`config.mk`:
```
export PLATFORM = sky130hd
export DESIGN_NAME = bounded_list_with_search_top
export DESIGN_NICKNAME = d
export VERILOG_FILES = /design/src/hdl/bls_pkg.sv /design/src/hdl/bls_ctrl.sv /design/src/hdl/bls_datapath.sv /design/src/hdl/bounded_list_with_search_top.sv
export SDC_FILE = /design/constraint.sdc
export NUM_CORES = 1
export LEC_CHECK = 0
export BUFFER_PORTS_ARGS = -buffer_cell sky130_fd_sc_hd__buf_4
export CAP_MARGIN = 0
export CELL_PAD_IN_SITES_DETAIL_PLACEMENT = 2
export CELL_PAD_IN_SITES_GLOBAL_PLACEMENT = 2
export CORE_AREA = 2 2 246 248
export DETAILED_ROUTE_END_ITERATION = 10
export DIE_AREA = 0 0 248 250
export GPL_TIMING_DRIVEN = 0
export PLACE_DENSITY_LB_ADDON = 0.1
export SLEW_MARGIN = 20
export SYNTH_ARGS = -nofsm -noshare
export SYNTH_HDL_FRONTEND = slang
export SYNTH_SLANG_ARGS = --single-unit
```
`constraint.sdc`:
```
create_clock -name aclk -period 8.2 [get_ports aclk]
set_input_delay 1.64 -clock aclk [delete_from_list [all_inputs] [get_ports aclk]]
set_output_delay 1.64 -clock aclk [all_outputs]
set_load 0.01 [all_outputs]
```
`src/hdl/bls_pkg.sv`:
```
`default_nettype none

package bls_pkg;

    // list geometry
    localparam int CAPACITY  = 16;
    localparam int WORD_BITS = 32;

    localparam int IDX_W = (CAPACITY > 1) ? $clog2(CAPACITY) : 1;
    localparam int CNT_W = $clog2(CAPACITY + 1);

    // port field widths
    localparam int REQ_W    = 2;
    localparam int VALUE_W  = 32;
    localparam int STATUS_W = 2;
    localparam int COUNT_W  = 5;

    typedef logic [WORD_BITS-1:0] word_t;
    typedef logic [IDX_W-1:0]     idx_t;
    typedef logic [CNT_W-1:0]     cnt_t;

    // request codes
    localparam logic [REQ_W-1:0] REQ_PUSH_FRONT = 2'd0;
    localparam logic [REQ_W-1:0] REQ_PUSH_BACK  = 2'd1;
    localparam logic [REQ_W-1:0] REQ_POP_FRONT  = 2'd2;
    localparam logic [REQ_W-1:0] REQ_SEARCH     = 2'd3;

    // result status codes
    localparam logic [STATUS_W-1:0] STAT_OK   = 2'd0;
    localparam logic [STATUS_W-1:0] STAT_NONE = 2'd1;
    localparam logic [STATUS_W-1:0] STAT_FULL = 2'd2;

    // commands from controller to datapath
    typedef struct packed {
        logic take;        // request accepted this cycle, latch key
        logic push_front;
        logic push_back;
        logic pop;         // read front word, advance front
        logic pop_done;    // capture popped word as result
        logic scan_start;  // read front word, arm scan
        logic scan_step;   // read next word of scan
        logic res_found;   // capture scanned word as result
        logic res_ok;      // result ok, zero value
        logic res_none;    // result not found or empty
        logic res_full;    // result full, push refused
        logic load_out;    // move result into output register
    } bls_cmd_t;

    // status from datapath to controller
    typedef struct packed {
        logic full;
        logic empty;
        logic hit;         // read word equals key
        logic scan_last;   // word under compare is the last one
        logic out_free;    // output register can take a result
    } bls_sts_t;

    // port word to stored word, truncate or zero extend
    function automatic word_t to_word(input logic [VALUE_W-1:0] v);
        logic [WORD_BITS+VALUE_W-1:0] wide;
        wide = {{WORD_BITS{1'b0}}, v};
        return wide[WORD_BITS-1:0];
    endfunction

    // stored word to port value, low bits
    function automatic logic [VALUE_W-1:0] to_value(input word_t w);
        logic [WORD_BITS+VALUE_W-1:0] wide;
        wide = {{VALUE_W{1'b0}}, w};
        return wide[VALUE_W-1:0];
    endfunction

    // count to port field, low bits
    function automatic logic [COUNT_W-1:0] to_count(input cnt_t c);
        logic [CNT_W+COUNT_W-1:0] wide;
        wide = {{COUNT_W{1'b0}}, c};
        return wide[COUNT_W-1:0];
    endfunction

endpackage

`default_nettype wire

```
`src/hdl/bls_ctrl.sv`:
```
`default_nettype none

module bls_ctrl
    import bls_pkg::*;
(
    input  wire logic             aclk,
    input  wire logic             aresetn,
    input  wire logic             s_valid,
    output logic                  s_ready,
    input  wire logic [REQ_W-1:0] s_req_type,
    input  wire bls_sts_t         sts,
    output bls_cmd_t              cmd
);

    localparam logic [1:0] S_IDLE   = 2'd0;
    localparam logic [1:0] S_POP_RD = 2'd1;
    localparam logic [1:0] S_SCAN   = 2'd2;
    localparam logic [1:0] S_POST   = 2'd3;

    logic [1:0] state_reg;
    logic [1:0] state_next;

    assign s_ready = (state_reg == S_IDLE);

    // next state and command decode
    always_comb begin
        state_next = state_reg;
        cmd        = '0;
        unique case (state_reg)
            S_IDLE: begin
                if (s_valid) begin
                    cmd.take = 1'b1;
                    state_next = S_POST;
                    unique case (s_req_type)
                        REQ_PUSH_FRONT: begin
                            if (sts.full) begin
                                cmd.res_full = 1'b1;
                            end else begin
                                cmd.push_front = 1'b1;
                                cmd.res_ok     = 1'b1;
                            end
                        end
                        REQ_PUSH_BACK: begin
                            if (sts.full) begin
                                cmd.res_full = 1'b1;
                            end else begin
                                cmd.push_back = 1'b1;
                                cmd.res_ok    = 1'b1;
                            end
                        end
                        REQ_POP_FRONT: begin
                            if (sts.empty) begin
                                cmd.res_none = 1'b1;
                            end else begin
                                cmd.pop    = 1'b1;
                                state_next = S_POP_RD;
                            end
                        end
                        REQ_SEARCH: begin
                            if (sts.empty) begin
                                cmd.res_none = 1'b1;
                            end else begin
                                cmd.scan_start = 1'b1;
                                state_next     = S_SCAN;
                            end
                        end
                        default: begin
                            cmd.res_none = 1'b1;
                        end
                    endcase
                end
            end
            S_POP_RD: begin
                cmd.pop_done = 1'b1;
                state_next   = S_POST;
            end
            S_SCAN: begin
                if (sts.hit) begin
                    cmd.res_found = 1'b1;
                    state_next    = S_POST;
                end else if (sts.scan_last) begin
                    cmd.res_none = 1'b1;
                    state_next   = S_POST;
                end else begin
                    cmd.scan_step = 1'b1;
                end
            end
            S_POST: begin
                if (sts.out_free) begin
                    cmd.load_out = 1'b1;
                    state_next   = S_IDLE;
                end
            end
            default: begin
                state_next = S_IDLE;
            end
        endcase
    end

    // state register
    always_ff @(posedge aclk) begin
        if (!aresetn) begin
            state_reg <= S_IDLE;
        end else begin
            state_reg <= state_next;
        end
    end

endmodule

`default_nettype wire

```
`src/hdl/bls_datapath.sv`:
```
`default_nettype none

module bls_datapath
    import bls_pkg::*;
(
    input  wire logic                aclk,
    input  wire logic                aresetn,
    input  wire bls_cmd_t            cmd,
    output bls_sts_t                 sts,
    input  wire logic [VALUE_W-1:0]  s_item_value,
    input  wire logic [VALUE_W-1:0]  s_search_key,
    output logic                     m_valid,
    input  wire logic                m_ready,
    output logic [VALUE_W-1:0]       m_out_value,
    output logic [STATUS_W-1:0]      m_status,
    output logic [COUNT_W-1:0]       m_item_count,
    output logic                     m_is_empty
);

    localparam idx_t LAST_IDX = IDX_W'(CAPACITY - 1);
    localparam cnt_t FULL_CNT = CNT_W'(CAPACITY);

    // word store
    word_t mem [CAPACITY];
    word_t rd_data_reg;

    idx_t  front_reg;
    idx_t  front_next;
    cnt_t  count_reg;
    cnt_t  count_next;
    idx_t  scan_addr_reg;
    idx_t  scan_addr_next;
    cnt_t  scan_left_reg;
    cnt_t  scan_left_next;
    word_t key_reg;

    word_t                res_value_reg;
    logic [STATUS_W-1:0]  res_status_reg;

    logic                 m_valid_reg;
    logic [VALUE_W-1:0]   m_out_value_reg;
    logic [STATUS_W-1:0]  m_status_reg;
    logic [COUNT_W-1:0]   m_item_count_reg;
    logic                 m_is_empty_reg;

    idx_t              front_dec;
    idx_t              front_inc;
    idx_t              scan_inc;
    logic [CNT_W:0]    back_sum;
    idx_t              back_addr;
    idx_t              wr_addr;
    logic              wr_en;
    idx_t              rd_addr;

    // ring arithmetic
    always_comb begin
        front_dec = (front_reg == '0) ? LAST_IDX : front_reg - idx_t'(1);
        front_inc = (front_reg == LAST_IDX) ? '0 : front_reg + idx_t'(1);
        scan_inc  = (scan_addr_reg == LAST_IDX) ? '0 : scan_addr_reg + idx_t'(1);
        back_sum  = {{(CNT_W + 1 - IDX_W){1'b0}}, front_reg} + {1'b0, count_reg};
        if (back_sum >= (CNT_W + 1)'(CAPACITY)) begin
            back_sum = back_sum - (CNT_W + 1)'(CAPACITY);
        end
        back_addr = back_sum[IDX_W-1:0];
    end

    // write and read port selection
    assign wr_en   = cmd.push_front | cmd.push_back;
    assign wr_addr = cmd.push_front ? front_dec : back_addr;
    assign rd_addr = cmd.scan_step ? scan_addr_reg : front_reg;

    // memory, registered read
    always_ff @(posedge aclk) begin
        if (wr_en) begin
            mem[wr_addr] <= to_word(s_item_value);
        end
        rd_data_reg <= mem[rd_addr];
    end

    // front pointer, count and scan bookkeeping
    always_comb begin
        front_next     = front_reg;
        count_next     = count_reg;
        scan_addr_next = scan_addr_reg;
        scan_left_next = scan_left_reg;
        if (cmd.push_front) begin
            front_next = front_dec;
            count_next = count_reg + cnt_t'(1);
        end
        if (cmd.push_back) begin
            count_next = count_reg + cnt_t'(1);
        end
        if (cmd.pop) begin
            front_next = front_inc;
            count_next = count_reg - cnt_t'(1);
        end
        if (cmd.scan_start) begin
            scan_addr_next = front_inc;
            scan_left_next = count_reg;
        end
        if (cmd.scan_step) begin
            scan_addr_next = scan_inc;
            scan_left_next = scan_left_reg - cnt_t'(1);
        end
    end

    always_ff @(posedge aclk) begin
        if (!aresetn) begin
            front_reg <= '0;
            count_reg <= '0;
        end else begin
            front_reg <= front_next;
            count_reg <= count_next;
        end
    end

    always_ff @(posedge aclk) begin
        scan_addr_reg <= scan_addr_next;
        scan_left_reg <= scan_left_next;
        if (cmd.take) begin
            key_reg <= to_word(s_search_key);
        end
    end

    // pending result
    always_ff @(posedge aclk) begin
        if (cmd.res_ok) begin
            res_value_reg  <= '0;
            res_status_reg <= STAT_OK;
        end
        if (cmd.res_none) begin
            res_value_reg  <= '0;
            res_status_reg <= STAT_NONE;
        end
        if (cmd.res_full) begin
            res_value_reg  <= '0;
            res_status_reg <= STAT_FULL;
        end
        if (cmd.pop_done || cmd.res_found) begin
            res_value_reg  <= rd_data_reg;
            res_status_reg <= STAT_OK;
        end
    end

    // output register
    always_ff @(posedge aclk) begin
        if (!aresetn) begin
            m_valid_reg <= 1'b0;
        end else if (cmd.load_out) begin
            m_valid_reg <= 1'b1;
        end else if (m_ready) begin
            m_valid_reg <= 1'b0;
        end
    end

    always_ff @(posedge aclk) begin
        if (cmd.load_out) begin
            m_out_value_reg  <= to_value(res_value_reg);
            m_status_reg     <= res_status_reg;
            m_item_count_reg <= to_count(count_reg);
            m_is_empty_reg   <= (count_reg == '0);
        end
    end

    // status to controller
    always_comb begin
        sts.full      = (count_reg == FULL_CNT);
        sts.empty     = (count_reg == '0);
        sts.hit       = (rd_data_reg == key_reg);
        sts.scan_last = (scan_left_reg == cnt_t'(1));
        sts.out_free  = !m_valid_reg || m_ready;
    end

    assign m_valid      = m_valid_reg;
    assign m_out_value  = m_out_value_reg;
    assign m_status     = m_status_reg;
    assign m_item_count = m_item_count_reg;
    assign m_is_empty   = m_is_empty_reg;

endmodule

`default_nettype wire

```
`src/hdl/bounded_list_with_search_top.sv`:
```
// channel  | valid / ready        | payload
// ---------+----------------------+-------------------------------------------
// request  | s_valid / s_ready    | s_req_type, s_item_value, s_search_key
// result   | m_valid / m_ready    | m_out_value, m_status, m_item_count,
//          |                      | m_is_empty
//
// one request at a time; the scan reads one ring entry per cycle, from the
// front word on, and stops at the first hit or after the last stored word.
// synchronous active-low reset empties the list; stored words keep no reset.
// a result waiting in the output register does not block the next request;
// the following result is held until the output register is taken.
`default_nettype none

module bounded_list_with_search_top
    import bls_pkg::*;
(
    input  wire logic                aclk,
    input  wire logic                aresetn,
    input  wire logic                s_valid,
    output logic                     s_ready,
    input  wire logic [REQ_W-1:0]    s_req_type,
    input  wire logic [VALUE_W-1:0]  s_item_value,
    input  wire logic [VALUE_W-1:0]  s_search_key,
    output logic                     m_valid,
    input  wire logic                m_ready,
    output logic [VALUE_W-1:0]       m_out_value,
    output logic [STATUS_W-1:0]      m_status,
    output logic [COUNT_W-1:0]       m_item_count,
    output logic                     m_is_empty
);

    bls_cmd_t cmd;
    bls_sts_t sts;

    // controller
    bls_ctrl u_ctrl (
        .aclk       (aclk),
        .aresetn    (aresetn),
        .s_valid    (s_valid),
        .s_ready    (s_ready),
        .s_req_type (s_req_type),
        .sts        (sts),
        .cmd        (cmd)
    );

    // datapath
    bls_datapath u_datapath (
        .aclk         (aclk),
        .aresetn      (aresetn),
        .cmd          (cmd),
        .sts          (sts),
        .s_item_value (s_item_value),
        .s_search_key (s_search_key),
        .m_valid      (m_valid),
        .m_ready      (m_ready),
        .m_out_value  (m_out_value),
        .m_status     (m_status),
        .m_item_count (m_item_count),
        .m_is_empty   (m_is_empty)
    );

endmodule

`default_nettype wire

```
==> metrics.txt <==
Post-synth EDFFs roughly 630; WHS Path Cells 0; first-pass GRT wire length between 150000 and 200000 um; FF-to-FF End u_datapath.rd_data_reg[9]$_DFF_P_; Vias per Instance 6.423; largest fanout on the critical path 10; Post-DP HPWL a little over 70000 um; dominant cells by area after synthesis edfxtp_1, mux2i_1, nand2_1; slowest stage cell, crit path mux2i_2; WP data arrival roughly 5.5 ns; MaxCap Viol Count 0; Worst-Margin Slew 1.125 ns; synthesis-to-finish area growth 16.70%; Gate power share 0.294; Distinct cells, synth 54; CP Launch Type register; sequential power share 0.401; CP endpoint kind register; Pint roughly 7 mW; RePlAce Congestion roughly 0.84; Rows 90; Post-CTS Hold Buffers 0; post-CTS resize count 0; Initial Util 0.4745; Tcrit/Tclk final 0.6016; Min Clock Period, post-route between 4 and 5 ns; register area share after synthesis 0.6965; max FFs per register between 500 and 600; worst slack at placement about 3.1 ns; endpoints failing hold 0; final setup fails 0; status complete, no violations; Die Ht 250 um; Worst Setup Slack, final 3.267 ns; Die X-Extent 248 um; Clock power frac 0.304; clock tree buffer depth 3; WL/cell ~36 um; Mapped Cells 2050; Syn. warnings 0; Switch Pwr 4.032 mW; synthesis-stage register bit count around 670; Clock Skew 0.01962 ns; min-delay src u_datapath.res_value_reg[18]$_SDFFCE_PN0P_; Root Driver clkbuf_16; R2R Path Start u_datapath.rd_data_reg[14]$_DFF_P_; GRT Total Usage 0.3630; final-report max-slew violation count 0; max_slew headroom 0.2503; HP Class reg -> reg; Die ar. 62000 um2; aggregate global routing overflow 0; antenna violations before repair 9; Synth area leader edfxtp_1; largest reg by FF count u_datapath.mem; Mapped Area 28270 um2; Core Util, Final 0.5537; Core Box Area between 50000 and 60000 um2; Clock transition at path regs 0.06 ns; PortBufs 111; sw frac 0.3645; RSZ-0062 raised after global routing no; depth of the CTS H-tree 3; Syn Area/Cell about 14 um2; fmax a little over 0.2 GHz; drt first pass iters 5; max incr delay on CP about 0.87 ns; setup TNS 0 ns; final wirelength roughly 110000 um; r2r setup slk 3.27 ns; Starting DRT DRC Count 2138; worst hold endpoint u_datapath.m_out_value[18]$_DFFE_PP_; largest net degree at the start of global routing 34; fraction of layout cells with a size suffix above 1 0.1497; pwr/cell area roughly 340 nW/um2; Mapped Nets ~2100; Routed Antenna Nets 0; Worst R2R Path Depth 9; Post-synth ARST share 0; Peak VDD IR slightly below 0.0003 V; Synth Flop Type edfxtp_1; Fill cells around 5300; DRC Markers 0; CTS tree built; clk sinks 671; Storage cell area 19690 um2; Setup Buffers After CTS 0; Num CTS Buffers 74; static leakage around 12 nW; CP Cell Sequence xor2_1 -> nor4_1 -> nand4_1 -> o21ai_4 -> mux2i_2 -> clkbuf_1 -> o211ai_1 -> o2111ai_1 -> or3_1; I/O pin cnt ~110; clk_lat worst skew between 0.6 and 0.7 ns; Required @ worst endpoint ~8.7 ns; post-synth top area share 0.6640; Nets roughly 2300; via count between 15000 and 20000; vias in the first global route 21560; Setup CP Type reg -> reg; area taken by multi-input logic gates ~8000 um2
-- critical path: cells and delay by family (launching register included) --
family / cells / cell delay, ns
xor+xnor: 1 / 0.13
compound gates: 3 / 1.05
buf+inv: 1 / 0.87
mux: 1 / 0.87
flops: 1 / 0.49
simple gates: 3 / 1.39
-- routing by layer --
layer  share of wire  GRT usage  up-vias
met5         0.00049          0        -
met4           0.053     0.1683        8
met3           0.072    0.07022      303
met2            0.50     0.6115     1049
met1            0.38     0.4495    10430
li1                -          -     8081
-- worst max-delay path by stage --
stage                                       startpoint                           endpoint  slack, ns  cells past startpoint
finish              u_datapath.rd_data_reg[14]$_DFF_P_  u_datapath.rd_data_reg[9]$_DFF_P_       3.27                      9
floorplan                                      s_valid     u_datapath.mem[5][0]$_DFFE_PP_       3.49                      8
detailed placement                             s_valid    u_datapath.mem[5][10]$_DFFE_PP_       3.11                     10
global placement                               s_valid     u_datapath.mem[4][8]$_DFFE_PP_       1.05                      9
global route                                   s_valid    u_datapath.mem[5][10]$_DFFE_PP_       3.34                     10
CTS                 u_datapath.rd_data_reg[14]$_DFF_P_  u_datapath.rd_data_reg[5]$_DFF_P_       3.44                      9
-- Yosys cell counts, drive strengths merged (2+ instances only) --
master / number
edfxtp: 625
nand2: 328
a21oi: 211
mux2i: 170
nand2b: 101
o211ai: 96
clkbuf: 74
o22ai: 67
buf: 56
dfxtp: 46
nor2b: 37
xor2: 37
nor2: 36
o2111ai: 32
or3: 32
ha: 16
o21ai: 16
inv: 13
nor4: 9
xnor2: 7
nor3: 5
a21o: 4
a31oi: 3
nand3: 3
o21a: 3
a41oi: 2
fa: 2
nand4: 2
o31ai: 2
or2: 2
-- cell usage in the layout (no fill, tap or decap), drive strengths merged, types with 2 or more instances in the layout --
cell type | netlist | layout
o211ai | 96 | 96
buf | 56 | 186
or2 | 2 | 2
nor4 | 9 | 9
or3 | 32 | 32
o21ai | 16 | 16
nor2 | 36 | 36
nor3 | 5 | 5
clkinv | 0 | 26
ha | 16 | 16
mux2i | 170 | 170
nor2b | 37 | 37
clkbuf | 74 | 166
inv | 13 | 17
a41oi | 2 | 2
nand2b | 101 | 101
a21o | 4 | 4
nand2 | 328 | 328
a21oi | 211 | 211
o31ai | 2 | 2
nand3 | 3 | 3
a31oi | 3 | 3
fa | 2 | 2
xnor2 | 7 | 7
dfxtp | 46 | 46
xor2 | 37 | 37
o21a | 3 | 3
clkinvlp | 0 | 2
o2111ai | 32 | 32
nand4 | 2 | 2
bufinv | 0 | 7
edfxtp | 625 | 625
o22ai | 67 | 67
-- power by group through the flow --
stage                     clock, mW  sequential (mW)  combinational (mW)
final                          3.36             4.44                3.26
after global routing           3.48             4.46                3.37
after CTS                      3.38             4.43                3.18
after detailed placement          0             4.49                3.07
after global placement            0             4.44                2.84
after floorplan                   0             4.38                1.68
-- cell type report --
type                    instances  area share
diodes                          1  0.00007586
flip-flops and latches        671      0.5969
clock buffers                  92     0.05913
inverters                      13    0.001479
repair buffers                130     0.03789
plain buffers                 130     0.02052
multi-input cells            1236      0.2425
well taps                     782     0.02966
clock inverters                39     0.01191
-- cell families after synthesis --
logic type      synth area share
xor+xnor                 0.01363
flops                     0.6965
mux                      0.06073
compound gates            0.1016
buf+inv                  0.02563
fa+ha+maj               0.008499
simple gates             0.09335
-- metrics by stage --
| stage | power [mW] | instances | cell area (um2) | hold WS (ns) |
|---|---|---|---|---|
| 6_report | 11.06 | 3094 | 32990 | 0.4214 |
| 5_1_grt | 11.31 | 3094 | 32990 | 0.4292 |
| 4_1_cts | 10.99 | 3093 | 32980 | 0.4267 |
| 3_5_place_dp | 7.558 | 2962 | 30640 | 0.4105 |
| 3_3_place_gp | 7.286 | 2943 | 30080 | 0.4037 |
| 2_1_floorplan | 6.057 | 2050 | 28270 | 0.4003 |
Note: power is estimated with default switching activity, not from simulation.
